[src/design/gclm_pkg.sv]
// Shared types, widths and helpers for the grid cavity marker.
// No dependencies; every other design file refers to this package by scoped name.
package gclm_pkg;

  // Default depth of each line store (columns per row)
  localparam int MAX_SIZE_DEF = 128;

  // Field widths
  localparam int CFG_W = 8;  // grid_size register
  localparam int CW    = 8;  // row and column counters
  localparam int VAL_W = 4;  // cell digit
  localparam int ROW_W = 7;  // emitted row index
  localparam int COL_W = 7;  // emitted column index

  // Role rotation of the three line store banks
  typedef enum logic [1:0] {
    BANK_0,
    BANK_1,
    BANK_2
  } bank_sel_t;

  // One result as it leaves the block
  typedef struct packed {
    logic [ROW_W-1:0] row;
    logic [COL_W-1:0] col;
    logic [VAL_W-1:0] value;
    logic             cav;
    logic             last;
  } result_t;

  // Results still owed by the item in the compare stage
  typedef struct packed {
    logic a;  // cell of the row above
    logic b;  // arriving cell of the last row
  } pend_t;

  // Bank that held the row written before the given one
  function automatic bank_sel_t prev_bank(input bank_sel_t b);
    bank_sel_t r;
    case (b)
      BANK_0:  r = BANK_2;
      BANK_1:  r = BANK_0;
      BANK_2:  r = BANK_1;
      default: r = BANK_0;
    endcase
    return r;
  endfunction

  // Bank that takes the next row
  function automatic bank_sel_t next_bank(input bank_sel_t b);
    bank_sel_t r;
    case (b)
      BANK_0:  r = BANK_1;
      BANK_1:  r = BANK_2;
      BANK_2:  r = BANK_0;
      default: r = BANK_0;
    endcase
    return r;
  endfunction

endpackage

[src/design/gclm_in_if.sv]
// Input channel of the grid cavity marker: valid/ready with one cell digit.
// Depends on gclm_pkg for the field width.
interface gclm_in_if;
  logic                       valid;
  logic                       ready;
  logic [gclm_pkg::VAL_W-1:0] cell_value;

  modport source (output valid, output cell_value, input ready);
  modport sink (input valid, input cell_value, output ready);
endinterface

[src/design/gclm_out_if.sv]
// Output channel of the grid cavity marker: valid/ready with one marked cell.
// Depends on gclm_pkg for the field widths.
interface gclm_out_if;
  logic                       valid;
  logic                       ready;
  logic [gclm_pkg::ROW_W-1:0] out_row;
  logic [gclm_pkg::COL_W-1:0] out_col;
  logic [gclm_pkg::VAL_W-1:0] out_value;
  logic                       is_cavity;
  logic                       last_of_grid;

  modport source (output valid, output out_row, output out_col, output out_value,
                  output is_cavity, output last_of_grid, input ready);
  modport sink (input valid, input out_row, input out_col, input out_value,
                input is_cavity, input last_of_grid, output ready);
endinterface

[src/design/gclm_line_bank.sv]
// One row store: single write port, two registered read ports.
// Depends on gclm_pkg for the cell width.
module gclm_line_bank #(
  parameter int DEPTH = gclm_pkg::MAX_SIZE_DEF,
  parameter int AW    = (DEPTH > 1) ? $clog2(DEPTH) : 1
) (
  input  logic                       clk,
  input  logic                       we,
  input  logic [AW-1:0]              waddr,
  input  logic [gclm_pkg::VAL_W-1:0] wdata,
  input  logic                       re,
  input  logic [AW-1:0]              raddr0,
  input  logic [AW-1:0]              raddr1,
  output logic [gclm_pkg::VAL_W-1:0] rdata0,
  output logic [gclm_pkg::VAL_W-1:0] rdata1
);

  logic [gclm_pkg::VAL_W-1:0] mem [DEPTH];

  // Store the arriving cell
  always_ff @(posedge clk) begin
    if (we) begin
      mem[waddr] <= wdata;
    end
  end

  // Read the column and its right neighbour; hold while idle
  always_ff @(posedge clk) begin
    if (re) begin
      rdata0 <= mem[raddr0];
      rdata1 <= mem[raddr1];
    end
  end

endmodule

[src/design/gclm_out_stage.sv]
// Result register of the grid cavity marker: sends up to two results per cell.
// Depends on gclm_pkg (result_t, pend_t) and the gclm_out_if interface.
module gclm_out_stage (
  input  logic              clk,
  input  logic              rst,
  input  logic              take,
  input  gclm_pkg::pend_t   take_pend,
  input  gclm_pkg::result_t res_a,
  input  gclm_pkg::result_t res_b,
  output logic              can_take,
  gclm_out_if.source        out_ch
);

  gclm_pkg::pend_t   pend;
  gclm_pkg::pend_t   pend_after;
  gclm_pkg::pend_t   pend_next;
  gclm_pkg::result_t out_data;
  gclm_pkg::result_t pick;
  logic              out_valid;
  logic              out_valid_next;
  logic              load_ok;
  logic              send;

  // Move the oldest owed result into the output register when it is free
  always_comb begin
    load_ok    = !out_valid || out_ch.ready;
    send       = (pend.a || pend.b) && load_ok;
    pick       = pend.a ? res_a : res_b;
    pend_after = pend;
    if (send) begin
      if (pend.a) begin
        pend_after.a = 1'b0;
      end else begin
        pend_after.b = 1'b0;
      end
    end
    can_take       = !pend_after.a && !pend_after.b;
    pend_next      = take ? take_pend : pend_after;
    out_valid_next = send ? 1'b1 : (out_ch.ready ? 1'b0 : out_valid);
  end

  // Control state
  always_ff @(posedge clk) begin
    if (rst) begin
      pend      <= '0;
      out_valid <= 1'b0;
    end else begin
      pend      <= pend_next;
      out_valid <= out_valid_next;
    end
  end

  // Result payload
  always_ff @(posedge clk) begin
    if (send) begin
      out_data <= pick;
    end
  end

  assign out_ch.valid        = out_valid;
  assign out_ch.out_row      = out_data.row;
  assign out_ch.out_col      = out_data.col;
  assign out_ch.out_value    = out_data.value;
  assign out_ch.is_cavity    = out_data.cav;
  assign out_ch.last_of_grid = out_data.last;

endmodule

[src/design/grid_cross_local_max_marker_top.sv]
// Grid cavity marker. A square grid of digits arrives in raster order, one cell
// per request. For each arriving cell (row, col) the block sends cell (row-1, col)
// with is_cavity set when that cell is interior and strictly above each cell that
// shares an edge with it; in the last row it also sends the arriving cell itself,
// and flags the final result of the grid. Row 0 cells send nothing (unless the grid
// is one row). Rate: one cell per cycle while out_ch is ready; on the last row each
// cell yields two results and the single output register sends one per cycle, so
// input waits for both to be loaded. Results pass the compare and output
// registers. Three rotating MAX_SIZE-entry row banks supply the neighbours, and no
// clearing pass is needed after reset. Writing grid_size restarts at cell (0, 0).
// Depends on gclm_pkg, gclm_in_if, gclm_out_if, gclm_line_bank, gclm_out_stage.
module grid_cross_local_max_marker_top #(
  parameter int MAX_SIZE = gclm_pkg::MAX_SIZE_DEF
) (
  input  logic                       clk,
  input  logic                       rst,
  input  logic                       cfg_we,
  input  logic [gclm_pkg::CFG_W-1:0] cfg_wdata,
  gclm_in_if.sink                    in_ch,
  gclm_out_if.source                 out_ch
);

  localparam int AW   = (MAX_SIZE > 1) ? $clog2(MAX_SIZE) : 1;
  localparam int NCAP = (MAX_SIZE < 255) ? MAX_SIZE : 255;
  localparam int CW   = gclm_pkg::CW;
  localparam int VW   = gclm_pkg::VAL_W;

  logic [CW-1:0]       n_m1;
  logic [CW-1:0]       row_count;
  logic [CW-1:0]       col_count;
  gclm_pkg::bank_sel_t cur_bank;
  logic                accept;
  logic                can_take;
  logic                col_end;
  logic                row_end;
  logic [2:0]          bank_we;
  logic [VW-1:0]       bank_rd0 [3];
  logic [VW-1:0]       bank_rd1 [3];

  // Compare stage
  logic [CW-1:0]       s1_row;
  logic [CW-1:0]       s1_col;
  logic [VW-1:0]       s1_value;
  logic                s1_interior;
  logic                s1_last;
  gclm_pkg::bank_sel_t s1_bank;
  gclm_pkg::bank_sel_t prev_sel;
  gclm_pkg::bank_sel_t older_sel;
  logic [VW-1:0]       left;
  logic [VW-1:0]       mid;
  logic [VW-1:0]       right;
  logic [VW-1:0]       up;
  logic                cav;
  gclm_pkg::pend_t     take_pend;
  gclm_pkg::result_t   res_a;
  gclm_pkg::result_t   res_b;

  assign in_ch.ready = can_take;
  assign accept      = in_ch.valid && can_take;
  assign col_end     = (col_count == n_m1);
  assign row_end     = (row_count == n_m1);

  // Hold the effective size minus one; zero acts as one, large sizes clamp
  always_ff @(posedge clk) begin
    if (rst) begin
      n_m1 <= '0;
    end else if (cfg_we) begin
      if (cfg_wdata == '0) begin
        n_m1 <= '0;
      end else if (int'(cfg_wdata) > NCAP) begin
        n_m1 <= CW'(NCAP - 1);
      end else begin
        n_m1 <= CW'(cfg_wdata - 1'b1);
      end
    end
  end

  // Advance the raster position and rotate bank roles at each row end
  always_ff @(posedge clk) begin
    if (rst) begin
      row_count <= '0;
      col_count <= '0;
      cur_bank  <= gclm_pkg::BANK_0;
    end else if (cfg_we) begin
      row_count <= '0;
      col_count <= '0;
    end else if (accept) begin
      if (col_end) begin
        col_count <= '0;
        cur_bank  <= gclm_pkg::next_bank(cur_bank);
        row_count <= row_end ? '0 : row_count + 1'b1;
      end else begin
        col_count <= col_count + 1'b1;
      end
    end
  end

  // Write the arriving cell into the bank of the current row
  always_comb begin
    bank_we = '0;
    case (cur_bank)
      gclm_pkg::BANK_0: bank_we[0] = accept;
      gclm_pkg::BANK_1: bank_we[1] = accept;
      gclm_pkg::BANK_2: bank_we[2] = accept;
      default:          bank_we    = '0;
    endcase
  end

  for (genvar b = 0; b < 3; b++) begin : g_bank
    gclm_line_bank #(
      .DEPTH (MAX_SIZE),
      .AW    (AW)
    ) u_bank (
      .clk    (clk),
      .we     (bank_we[b]),
      .waddr  (AW'(col_count)),
      .wdata  (in_ch.cell_value),
      .re     (accept),
      .raddr0 (AW'(col_count)),
      .raddr1 (AW'(col_count + 1'b1)),
      .rdata0 (bank_rd0[b]),
      .rdata1 (bank_rd1[b])
    );
  end

  // Capture the accepted cell and its position flags
  always_ff @(posedge clk) begin
    if (accept) begin
      s1_row      <= row_count;
      s1_col      <= col_count;
      s1_value    <= in_ch.cell_value;
      s1_interior <= (row_count > CW'(1)) && (col_count != '0) && (col_count < n_m1);
      s1_last     <= col_end;
      s1_bank     <= cur_bank;
      left        <= mid;
    end
  end

  // Pick the row above and the row two above from the rotating banks
  always_comb begin
    prev_sel  = gclm_pkg::prev_bank(s1_bank);
    older_sel = gclm_pkg::prev_bank(prev_sel);
    case (prev_sel)
      gclm_pkg::BANK_0: begin mid = bank_rd0[0]; right = bank_rd1[0]; end
      gclm_pkg::BANK_1: begin mid = bank_rd0[1]; right = bank_rd1[1]; end
      gclm_pkg::BANK_2: begin mid = bank_rd0[2]; right = bank_rd1[2]; end
      default:          begin mid = bank_rd0[0]; right = bank_rd1[0]; end
    endcase
    case (older_sel)
      gclm_pkg::BANK_0: up = bank_rd0[0];
      gclm_pkg::BANK_1: up = bank_rd0[1];
      gclm_pkg::BANK_2: up = bank_rd0[2];
      default:          up = bank_rd0[0];
    endcase
  end

  // Compare against the edge neighbours above, below, left and right and form both results
  always_comb begin
    cav = s1_interior && (mid > up) && (mid > s1_value) && (mid > left) && (mid > right);
    res_a.row   = gclm_pkg::ROW_W'(s1_row - 1'b1);
    res_a.col   = gclm_pkg::COL_W'(s1_col);
    res_a.value = mid;
    res_a.cav   = cav;
    res_a.last  = 1'b0;
    res_b.row   = gclm_pkg::ROW_W'(s1_row);
    res_b.col   = gclm_pkg::COL_W'(s1_col);
    res_b.value = s1_value;
    res_b.cav   = 1'b0;
    res_b.last  = s1_last;
    take_pend.a = (row_count != '0);
    take_pend.b = row_end;
  end

  gclm_out_stage u_out (
    .clk       (clk),
    .rst       (rst),
    .take      (accept),
    .take_pend (take_pend),
    .res_a     (res_a),
    .res_b     (res_b),
    .can_take  (can_take),
    .out_ch    (out_ch)
  );

`ifndef SYNTHESIS
  a_col_bound : assert property (@(posedge clk) disable iff (rst)
    (col_count <= n_m1) && (row_count <= n_m1))
    else $error("raster position beyond grid size");

  a_cfg_restart : assert property (@(posedge clk) disable iff (rst)
    cfg_we |=> (row_count == '0) && (col_count == '0))
    else $error("grid not restarted after size write");

  a_row_hold : assert property (@(posedge clk) disable iff (rst)
    (accept && !col_end && !cfg_we) |=> $stable(row_count))
    else $error("row advanced before end of row");
`endif

endmodule
[src/flat_wrapper.sv]
// flat-port wrapper written by rule: the top's interface ports become plain ports
module grid_cross_local_max_marker_top_flat 
#(
  parameter int MAX_SIZE = gclm_pkg::MAX_SIZE_DEF
)
  (clk, rst, cfg_we, cfg_wdata, in_ch_valid, in_ch_cell_value, in_ch_ready, out_ch_valid, out_ch_out_row, out_ch_out_col, out_ch_out_value, out_ch_is_cavity, out_ch_last_of_grid, out_ch_ready);
  gclm_in_if in_ch_i ();
  gclm_out_if out_ch_i ();
  input  logic clk;
  input  logic rst;
  input  logic cfg_we;
  input  logic [gclm_pkg::CFG_W-1:0] cfg_wdata;
  input wire logic [$bits(in_ch_i.valid)-1:0] in_ch_valid;
  input wire logic [$bits(in_ch_i.cell_value)-1:0] in_ch_cell_value;
  output wire logic [$bits(in_ch_i.ready)-1:0] in_ch_ready;
  output wire logic [$bits(out_ch_i.valid)-1:0] out_ch_valid;
  output wire logic [$bits(out_ch_i.out_row)-1:0] out_ch_out_row;
  output wire logic [$bits(out_ch_i.out_col)-1:0] out_ch_out_col;
  output wire logic [$bits(out_ch_i.out_value)-1:0] out_ch_out_value;
  output wire logic [$bits(out_ch_i.is_cavity)-1:0] out_ch_is_cavity;
  output wire logic [$bits(out_ch_i.last_of_grid)-1:0] out_ch_last_of_grid;
  input wire logic [$bits(out_ch_i.ready)-1:0] out_ch_ready;
  assign in_ch_i.valid = in_ch_valid;
  assign in_ch_i.cell_value = in_ch_cell_value;
  assign in_ch_ready = in_ch_i.ready;
  assign out_ch_valid = out_ch_i.valid;
  assign out_ch_out_row = out_ch_i.out_row;
  assign out_ch_out_col = out_ch_i.out_col;
  assign out_ch_out_value = out_ch_i.out_value;
  assign out_ch_is_cavity = out_ch_i.is_cavity;
  assign out_ch_last_of_grid = out_ch_i.last_of_grid;
  assign out_ch_i.ready = out_ch_ready;
  grid_cross_local_max_marker_top #(.MAX_SIZE(MAX_SIZE)) u_core (.clk(clk), .rst(rst), .cfg_we(cfg_we), .cfg_wdata(cfg_wdata), .in_ch(in_ch_i), .out_ch(out_ch_i));
endmodule
[config.mk]
export PLATFORM = sky130hd
export DESIGN_NAME = grid_cross_local_max_marker_top_flat
export DESIGN_NICKNAME = d
export VERILOG_FILES = /design/src/design/gclm_pkg.sv /design/src/design/gclm_in_if.sv /design/src/design/gclm_out_if.sv /design/src/design/gclm_line_bank.sv /design/src/design/gclm_out_stage.sv /design/src/design/grid_cross_local_max_marker_top.sv /design/src/flat_wrapper.sv
export SDC_FILE = /design/constraint.sdc
export NUM_CORES = 2
export LEC_CHECK = 0
export BUFFER_PORTS_ARGS = -buffer_cell sky130_fd_sc_hd__buf_2
export CAP_MARGIN = 20
export CORE_MARGIN = 10
export CORE_UTILIZATION = 38
export CTS_BUF_LIST = sky130_fd_sc_hd__clkbuf_4
export DETAILED_ROUTE_END_ITERATION = 10
export GPL_TIMING_DRIVEN = 1
export HOLD_SLACK_MARGIN = 0.1
export PLACE_DENSITY = 0.54
export REMOVE_ABC_BUFFERS = 1
export SLEW_MARGIN = 30
export SYNTH_ARGS = -nofsm -noshare
export SYNTH_HDL_FRONTEND = slang
export SYNTH_SLANG_ARGS = --single-unit
[constraint.sdc]
create_clock -name clk -period 9.8 [get_ports clk]
set_clock_uncertainty 0.05 [all_clocks]
set_input_delay 1.96 -clock clk [delete_from_list [all_inputs] [get_ports clk]]
set_output_delay 1.96 -clock clk [all_outputs]
set_load 0.02 [all_outputs]
# [Yosys cells after proc, flatten, opt, wreduce, memory -nomap -nowiden]
# Memory sizes are Yosys's and may differ from the RTL's. A register that Yosys moved wholly into a read port is not among the register bits.
# Index checks and enable logic that the tools add are counted.
[word_totals] regBits=75 mem_bits_rw=1536 output_inout_bits=22 n_memories=3
[classes] add_sub_neg=4 order_cmp=7 n_eq_ne=9 muxes=25 bitwise=1 n_reduce_logical=24
[memory_table] memory="u_core.g_bank[0].u_bank.mem" depth=128 width=4 rd=2 rd_ports_with_merged_regs=2 wr=1 line="gclm_line_bank.sv:18" text="logic [gclm_pkg::VAL_W-1:0] mem [DEPTH];"
[memory_table] memory="u_core.g_bank[1].u_bank.mem" depth=128 width=4 rd=2 rd_ports_with_merged_regs=2 wr=1 line="gclm_line_bank.sv:18"
[memory_table] memory="u_core.g_bank[2].u_bank.mem" depth=128 width=4 rd=2 rd_ports_with_merged_regs=2 wr=1 line="gclm_line_bank.sv:18"
[op_table] operator="8-bit two-way mux" count=4
[op_table] operator="4-bit one-hot mux with 2 select lines" count=3
[op_table] operator="20-bit two-way mux" count=1
[op_table] operator="8-bit by 1-bit adder with 8-bit output (second input constant)" count=2
[op_table] operator="8-bit == test" count=2
[op_table] operator="4-bit > comparator" count=4
[op_table] operator="8-bit nonzero test" count=2
[op_table] operator="1-bit two-way mux" count=12
[op_table] operator="2-bit one-hot mux with 2 select lines" count=3
[op_table] operator="1-bit logical AND" count=9
[op_table] operator="2-bit == test (second input constant)" count=4
[op_table] operator="8-bit by 1-bit > comparator with 1-bit output (second input constant)" count=1
[op_table] operator="8-bit > comparator (second input constant)" count=1
[op_table] operator="8-bit zero test" count=1
[op_table] operator="8-bit less-than comparator" count=1
[op_table] operator="8-bit by 1-bit subtractor with 8-bit output (second input constant)" count=1
[op_table] operator="7-bit by 1-bit subtractor with 7-bit output (second input constant)" count=1
[op_table] operator="2-bit by 1-bit == test with 1-bit output (second input constant)" count=3
[op_table] operator="2-bit zero test" count=3
[op_table] operator="2-bit two-way mux" count=2
[op_table] operator="1-bit zero test" count=3
[op_table] operator="3-bit AND reduction" count=1
[op_table] operator="1-bit logical OR" count=2
[op_table] operator="2-bit AND reduction" count=1
[op_table] operator="3 further kinds" count=3

# [Longest topological paths before layout]
[logic_depth] depth_word=12 ltp_mapped=17 ltp_nobuf=10

# [Modules after synthesis]
# From an unflattened synthesis, not the netlist that was laid out.
[unflattened] hier_cells=3785 area_unflattened_um2=77414.2
[by_module_without_submodules] module="gclm_line_bank" instances=3 cells_each=1121 area_per_inst_um2=24345.8 seq_area_each_um2=15615.0
[by_module_without_submodules] module="grid_cross_local_max_marker_top" instances=1 cells_each=365 area_per_inst_um2=3384.5 seq_area_each_um2=1301.2
[by_module_without_submodules] module="gclm_out_stage" instances=1 cells_each=57 area_per_inst_um2=992.2 seq_area_each_um2=660.6

# [Worst setup path after synthesis]
# Ideal clock, no wire load.
[synth_path] path_type="input to register" from="input port out_ch_ready" to="memory u_core.g_bank[1].u_bank.mem[100][0] (netlist bit) (enable)" arrival_time_ns=4.348 t_required_ns=9.421 path_slack_ns=5.073 stages=9 path_buffers=3 cell_sequence="nor2b_1 maj3_1 nand2b_1 buf_2 inv_2 nand2_1 clkbuf_1 clkbuf_1 nor2_1"
[synth_via] elab_chain_len=9 elab_cells_between_ends=10 classes_between="4 x mux; 6 x reduce/logical"
[synth_rtl] item="start: declaration" line="flat_wrapper.sv:22" text="input wire logic [$bits(out_ch_i.ready)-1:0] out_ch_ready;"
[synth_rtl] item="1-bit logical OR *" line="gclm_out_stage.sv:26" text="load_ok = !out_valid || out_ch.ready;"
[synth_rtl] item="1-bit logical AND *" line="gclm_out_stage.sv:27" text="send = (pend.a || pend.b) && load_ok;"
[synth_rtl] item="2-bit two-way mux *" line="gclm_out_stage.sv:30" text="if (send) begin"
[synth_rtl] item="1-bit zero test" line="gclm_out_stage.sv:37" text="can_take = !pend_after.a && !pend_after.b;"
[synth_rtl] item="1-bit logical AND *" line="gclm_out_stage.sv:37"
[synth_rtl] item="1-bit logical AND *" line="grid_cross_local_max_marker_top.sv:59" text="assign accept = in_ch.valid && can_take;"
[synth_rtl] item="via u_core.accept" line="grid_cross_local_max_marker_top.sv:32" text="logic accept;"
[synth_rtl] item="1-bit two-way mux *" line="grid_cross_local_max_marker_top.sv:101" text="case (cur_bank)"
[synth_rtl] item="1-bit two-way mux *" line="gclm_line_bank.sv:22" text="if (we) begin"
[synth_rtl] item="1-bit two-way mux (not written as such) *" line="gclm_line_bank.sv:23" text="mem[waddr] <= wdata;"
[synth_rtl] item="end: declaration" line="gclm_line_bank.sv:18"
# Mark *: on every way through the listed nets, which the timed path passes. The rest lies on a longest branch.

# [Final worst setup path]
[layout_path] from="register u_core.col_count[0]" to="register u_core.g_bank[1].u_bank.rdata1[3] (netlist bit) (read register of u_core.g_bank[1].u_bank.mem), data pin"
[layout_via] elab_chain_len=1
[layout_rtl] item="start: declaration" line="grid_cross_local_max_marker_top.sv:30" text="logic [CW-1:0] col_count;"
[layout_rtl] item="start signal: assignment" line="grid_cross_local_max_marker_top.sv:93" text="col_count <= col_count + 1'b1;"
[layout_rtl] item="8-bit by 1-bit adder with 8-bit output"
[layout_rtl] item="end: declaration" line="gclm_line_bank.sv:15" text="output logic [gclm_pkg::VAL_W-1:0] rdata1"
# Every way passes these cells.
# A chain may end at the register's enable or synchronous reset.

==> results.md <==
- Cell Pwr Density: 167.1 nW/um^2
- Cts hold-fix bufs: 0
- Synth Flop Type: edfxtp_1
- Clk sink count: about 1600
- PnR Total Power: around 15 mW
- # rows: ~170
- Area grow syn2layout: 10.43%
- Post-Syn Area per Cell: ~15 sq um
- Grt total ovfl: 0
- IO buf count: 38
- Flop pwr share: a little over half
- Fin. Hold Viols: 0
- Sum Neg Setup Slack: 0 ns
- Comb power frac: under 10%
- Largest net degree at the start of global routing: about 170
- HP Class: reg2reg
- Resized Gates After CTS: 0
- Worst-Skew Late Latency: around 1.5 ns
- Via Count: approximately 56000
- P_sw: 3.566 mW
- Worst EP arrival: around 6.7 ns
- Slowest stage delay, CP: between 0.9 and 1 ns
- Die area: between 200000 and 250000 sq um
- CTS max path bufs: 4
- Clock slew at reported path FFs: approximately 0.060 ns
- Peak supply drop: 0.1255 mV
- Post-Layout Cell Count: around 8400
- Max cap viols: 0
- Core area: between 200000 and 250000 sq um
- Highest-delay cell along the critical path: ha_4
- Top post-synthesis cells by area: edfxtp_1 (61%), mux4_2 (14%), nor2_1 (2.8%)
- Actual slew at the worst max-slew pin: between 1 and 1.5 ns
- Yosys cell types: 86
- Post-synth top cells: edfxtp_1 (1606), nor2_1 (578), nand2_1 (497)
- Placed cell count: between 7000 and 8000
- Unrepaired setup endpoints after global routing: false
- Detailed Route WL: 308700 microns
- Startpoint class of the critical path: flop
- Pleak: about 26 nW
- Top-count cell post-synth: edfxtp_1
- Post-CTS Setup Inserts: 0
- Worst relative slew slack: between 20% and 30%
- Post-layout min period: around 5.6 ns
- Drt via density: roughly 6.6
- Drt wl/cell: approximately 37 microns
- Crit Path Max Fanout: between 40 and 50
- Sequential element share of the synthesized area: between 60 and 70%
- Delay-heaviest family, CP: compound AO/OA/AOI/OAI gates
- CTS Root Cell: clkbuf_4
- Switching Fraction: about a quarter
- First-pass GRT wire length: 428700 microns
- Htree depth: 5
- Final Setup Violations: 0
- Total iterations of the first detailed-routing run: 11
- Largest area contributor in the netlist: edfxtp_1
- WP buf/inv: 2
- Cts bufs inserted: 437
- Crit-path cells: inv_6 > ha_4 > buf_4 > mux4_2 > mux2i_1 > a32oi_1 > a31oi_1 > nor4_1
- Nets@finish: between 5000 and 6000
- Vias in the first global route: approximately 54000
- Ports: 39
- Top cell type's share of synthesized area: approximately 60%
- # DRC: 0
- Kind of end point of the critical path: flop
- Number of flops mapped to enable cells by yosys: about 1600
- Post-DP HPWL: 199800 microns
- CP Class: reg2reg
- Antenna Violating Nets Remaining: 0
- Share of cells above drive strength 1: a little over a quarter
- Final Wtd Congestion: between 0.9 and 1
- Initial antenna violation count: 16
- Die X: between 400 and 500 microns
- GRT Overall Usage: between 20% and 30%
- Initial Utilization: 38.29%
- Internal: 10.93 mW
- Status: finished, final reports clean
- Die Ht: between 400 and 500 microns
- CTS tree: yes
- Clock Power Share: about two fifths
- Cell count after synthesis: ~5200
- YS warnings: 0
- Max Freq: approximately 180 MHz
- Synth async-reset ratio: 0%
- Final period utilization: between 50 and 60%
- Drt initial violations: 8873
- Max Slew Vio Count: 0
- Synthesized flop and latch total: 1635
- Critical Path RT: about 11 ns
- Post-synthesis cell area: approximately 79000 sq um
==> sequential cells by signal, summed over array words and instances, names as in the netlist, 7 cells and up <==
signal                       flops
u_core.s1_row                    7
u_core.row_count                 8
u_core.u_out.out_ch.out_col      7
u_core.s1_col                    7
u_core.col_count                 8
u_core.u_out.out_ch.out_row      7
u_core.g_bank.u_bank.mem      1536
u_core.g_bank.u_bank.rdata1     12
u_core.n_m1                      8
u_core.g_bank.u_bank.rdata0     12
==> layout by cell type, fill, tap and decap left out, types with 20 or more instances in the layout <==
cell and instances:
ha_1 24, mux4_2 491, a22oi_1 107, a221oi_1 199
clkinv_1 101, a31oi_1 49, o221ai_1 28, o22ai_1 64
a221o_1 25, clkinv_2 33, nor3_1 20, nand3_1 96
nand2_1 495, dfxtp_1 24, clkbuf_4 620, buf_4 137
a32oi_1 40, mux2_2 139, nor2_1 567, xor2_1 20
a21oi_1 133, edfxtp_1 1606, inv_1 29, mux2i_1 216
o21ai_0 120, a22o_1 21, buf_2 35
==> metrics by stage <==
step	worst slack (ns)	cell area, sq um	hold slack, ns	util (%)
after detailed placement	4.279	81440	0.3581	39.69
after CTS	4.428	86720	0.3669	42.26
final	4.207	86760	0.3508	42.28
after global placement	4.147	81410	0.3551	39.67
after global routing	4.275	86750	0.3707	42.27
after floorplan	-30.70	76300	0.3503	-
==> per-layer routing <==
layer	GRT usage, %	share of wire, %
met1	34.38	37
met2	38.37	43
met3	9.027	13
met4	16.34	6.8
met5	0.08527	0.023
==> power by group through the flow <==
stage | combinational (mW) | sequential, mW | clock [mW]
CTS | 0.853 | 7.71 | 6.00
global placement | 0.856 | 7.86 | 0
global route | 0.904 | 7.71 | 6.38
detailed placement | 0.852 | 7.86 | 0
floorplan | 0.734 | 7.91 | 0
finish | 0.870 | 7.71 | 5.92
==> cell families (layout without fill, tap and decap cells) <==
family | count (synthesis) | in the layout | synth area share [%]
flip-flops | 1635 | 1635 | 62.12
AND/OR/NAND/NOR | 1287 | 1287 | 6.688
AO/OA/AOI/OAI | 906 | 906 | 8.373
multiplexers | 849 | 849 | 18.87
buffers and inverters | 471 | 984 | 3.064
adder cells (fa/ha/maj) | 33 | 33 | 0.5000
XOR/XNOR | 33 | 33 | 0.3870
other | 0 | 10 | 0
==> path summary, 6_finish.rpt <==
path,to,startpoint,slack [ns],cells after the start
max,u_core.g_bank[1].u_bank.rdata1[3],u_core.col_count[0],4.21,8
min,u_core.u_out.out_ch.out_col[4],u_core.s1_col[4],0.35,0
max reg2reg,u_core.g_bank[1].u_bank.rdata1[3],u_core.col_count[0],4.21,8
min reg2reg,u_core.u_out.out_ch.out_col[4],u_core.s1_col[4],0.35,0
==> final cells by class <==
type                    instances  area (sq um)
diodes                         10         25.02
clock inverters               140         623.1
well taps                    2688          3363
clock buffers                 620          4654
inverters                      35         140.1
multi-input cells            3108         27630
fillers                     18634        118400
flip-flops and latches       1635         48820
repair buffers                189          1506
==> worst register-to-register path, stage by stage (launching register included) <==
cell and delay (ns):
dfxtp_4 0.84, inv_6 0.34, ha_4 1.00, buf_4 0.79
mux4_2 0.47, mux2i_1 0.49, a32oi_1 0.30, a31oi_1 0.88
nor4_1 0.10
Note: power is estimated with default switching activity, not from simulation.
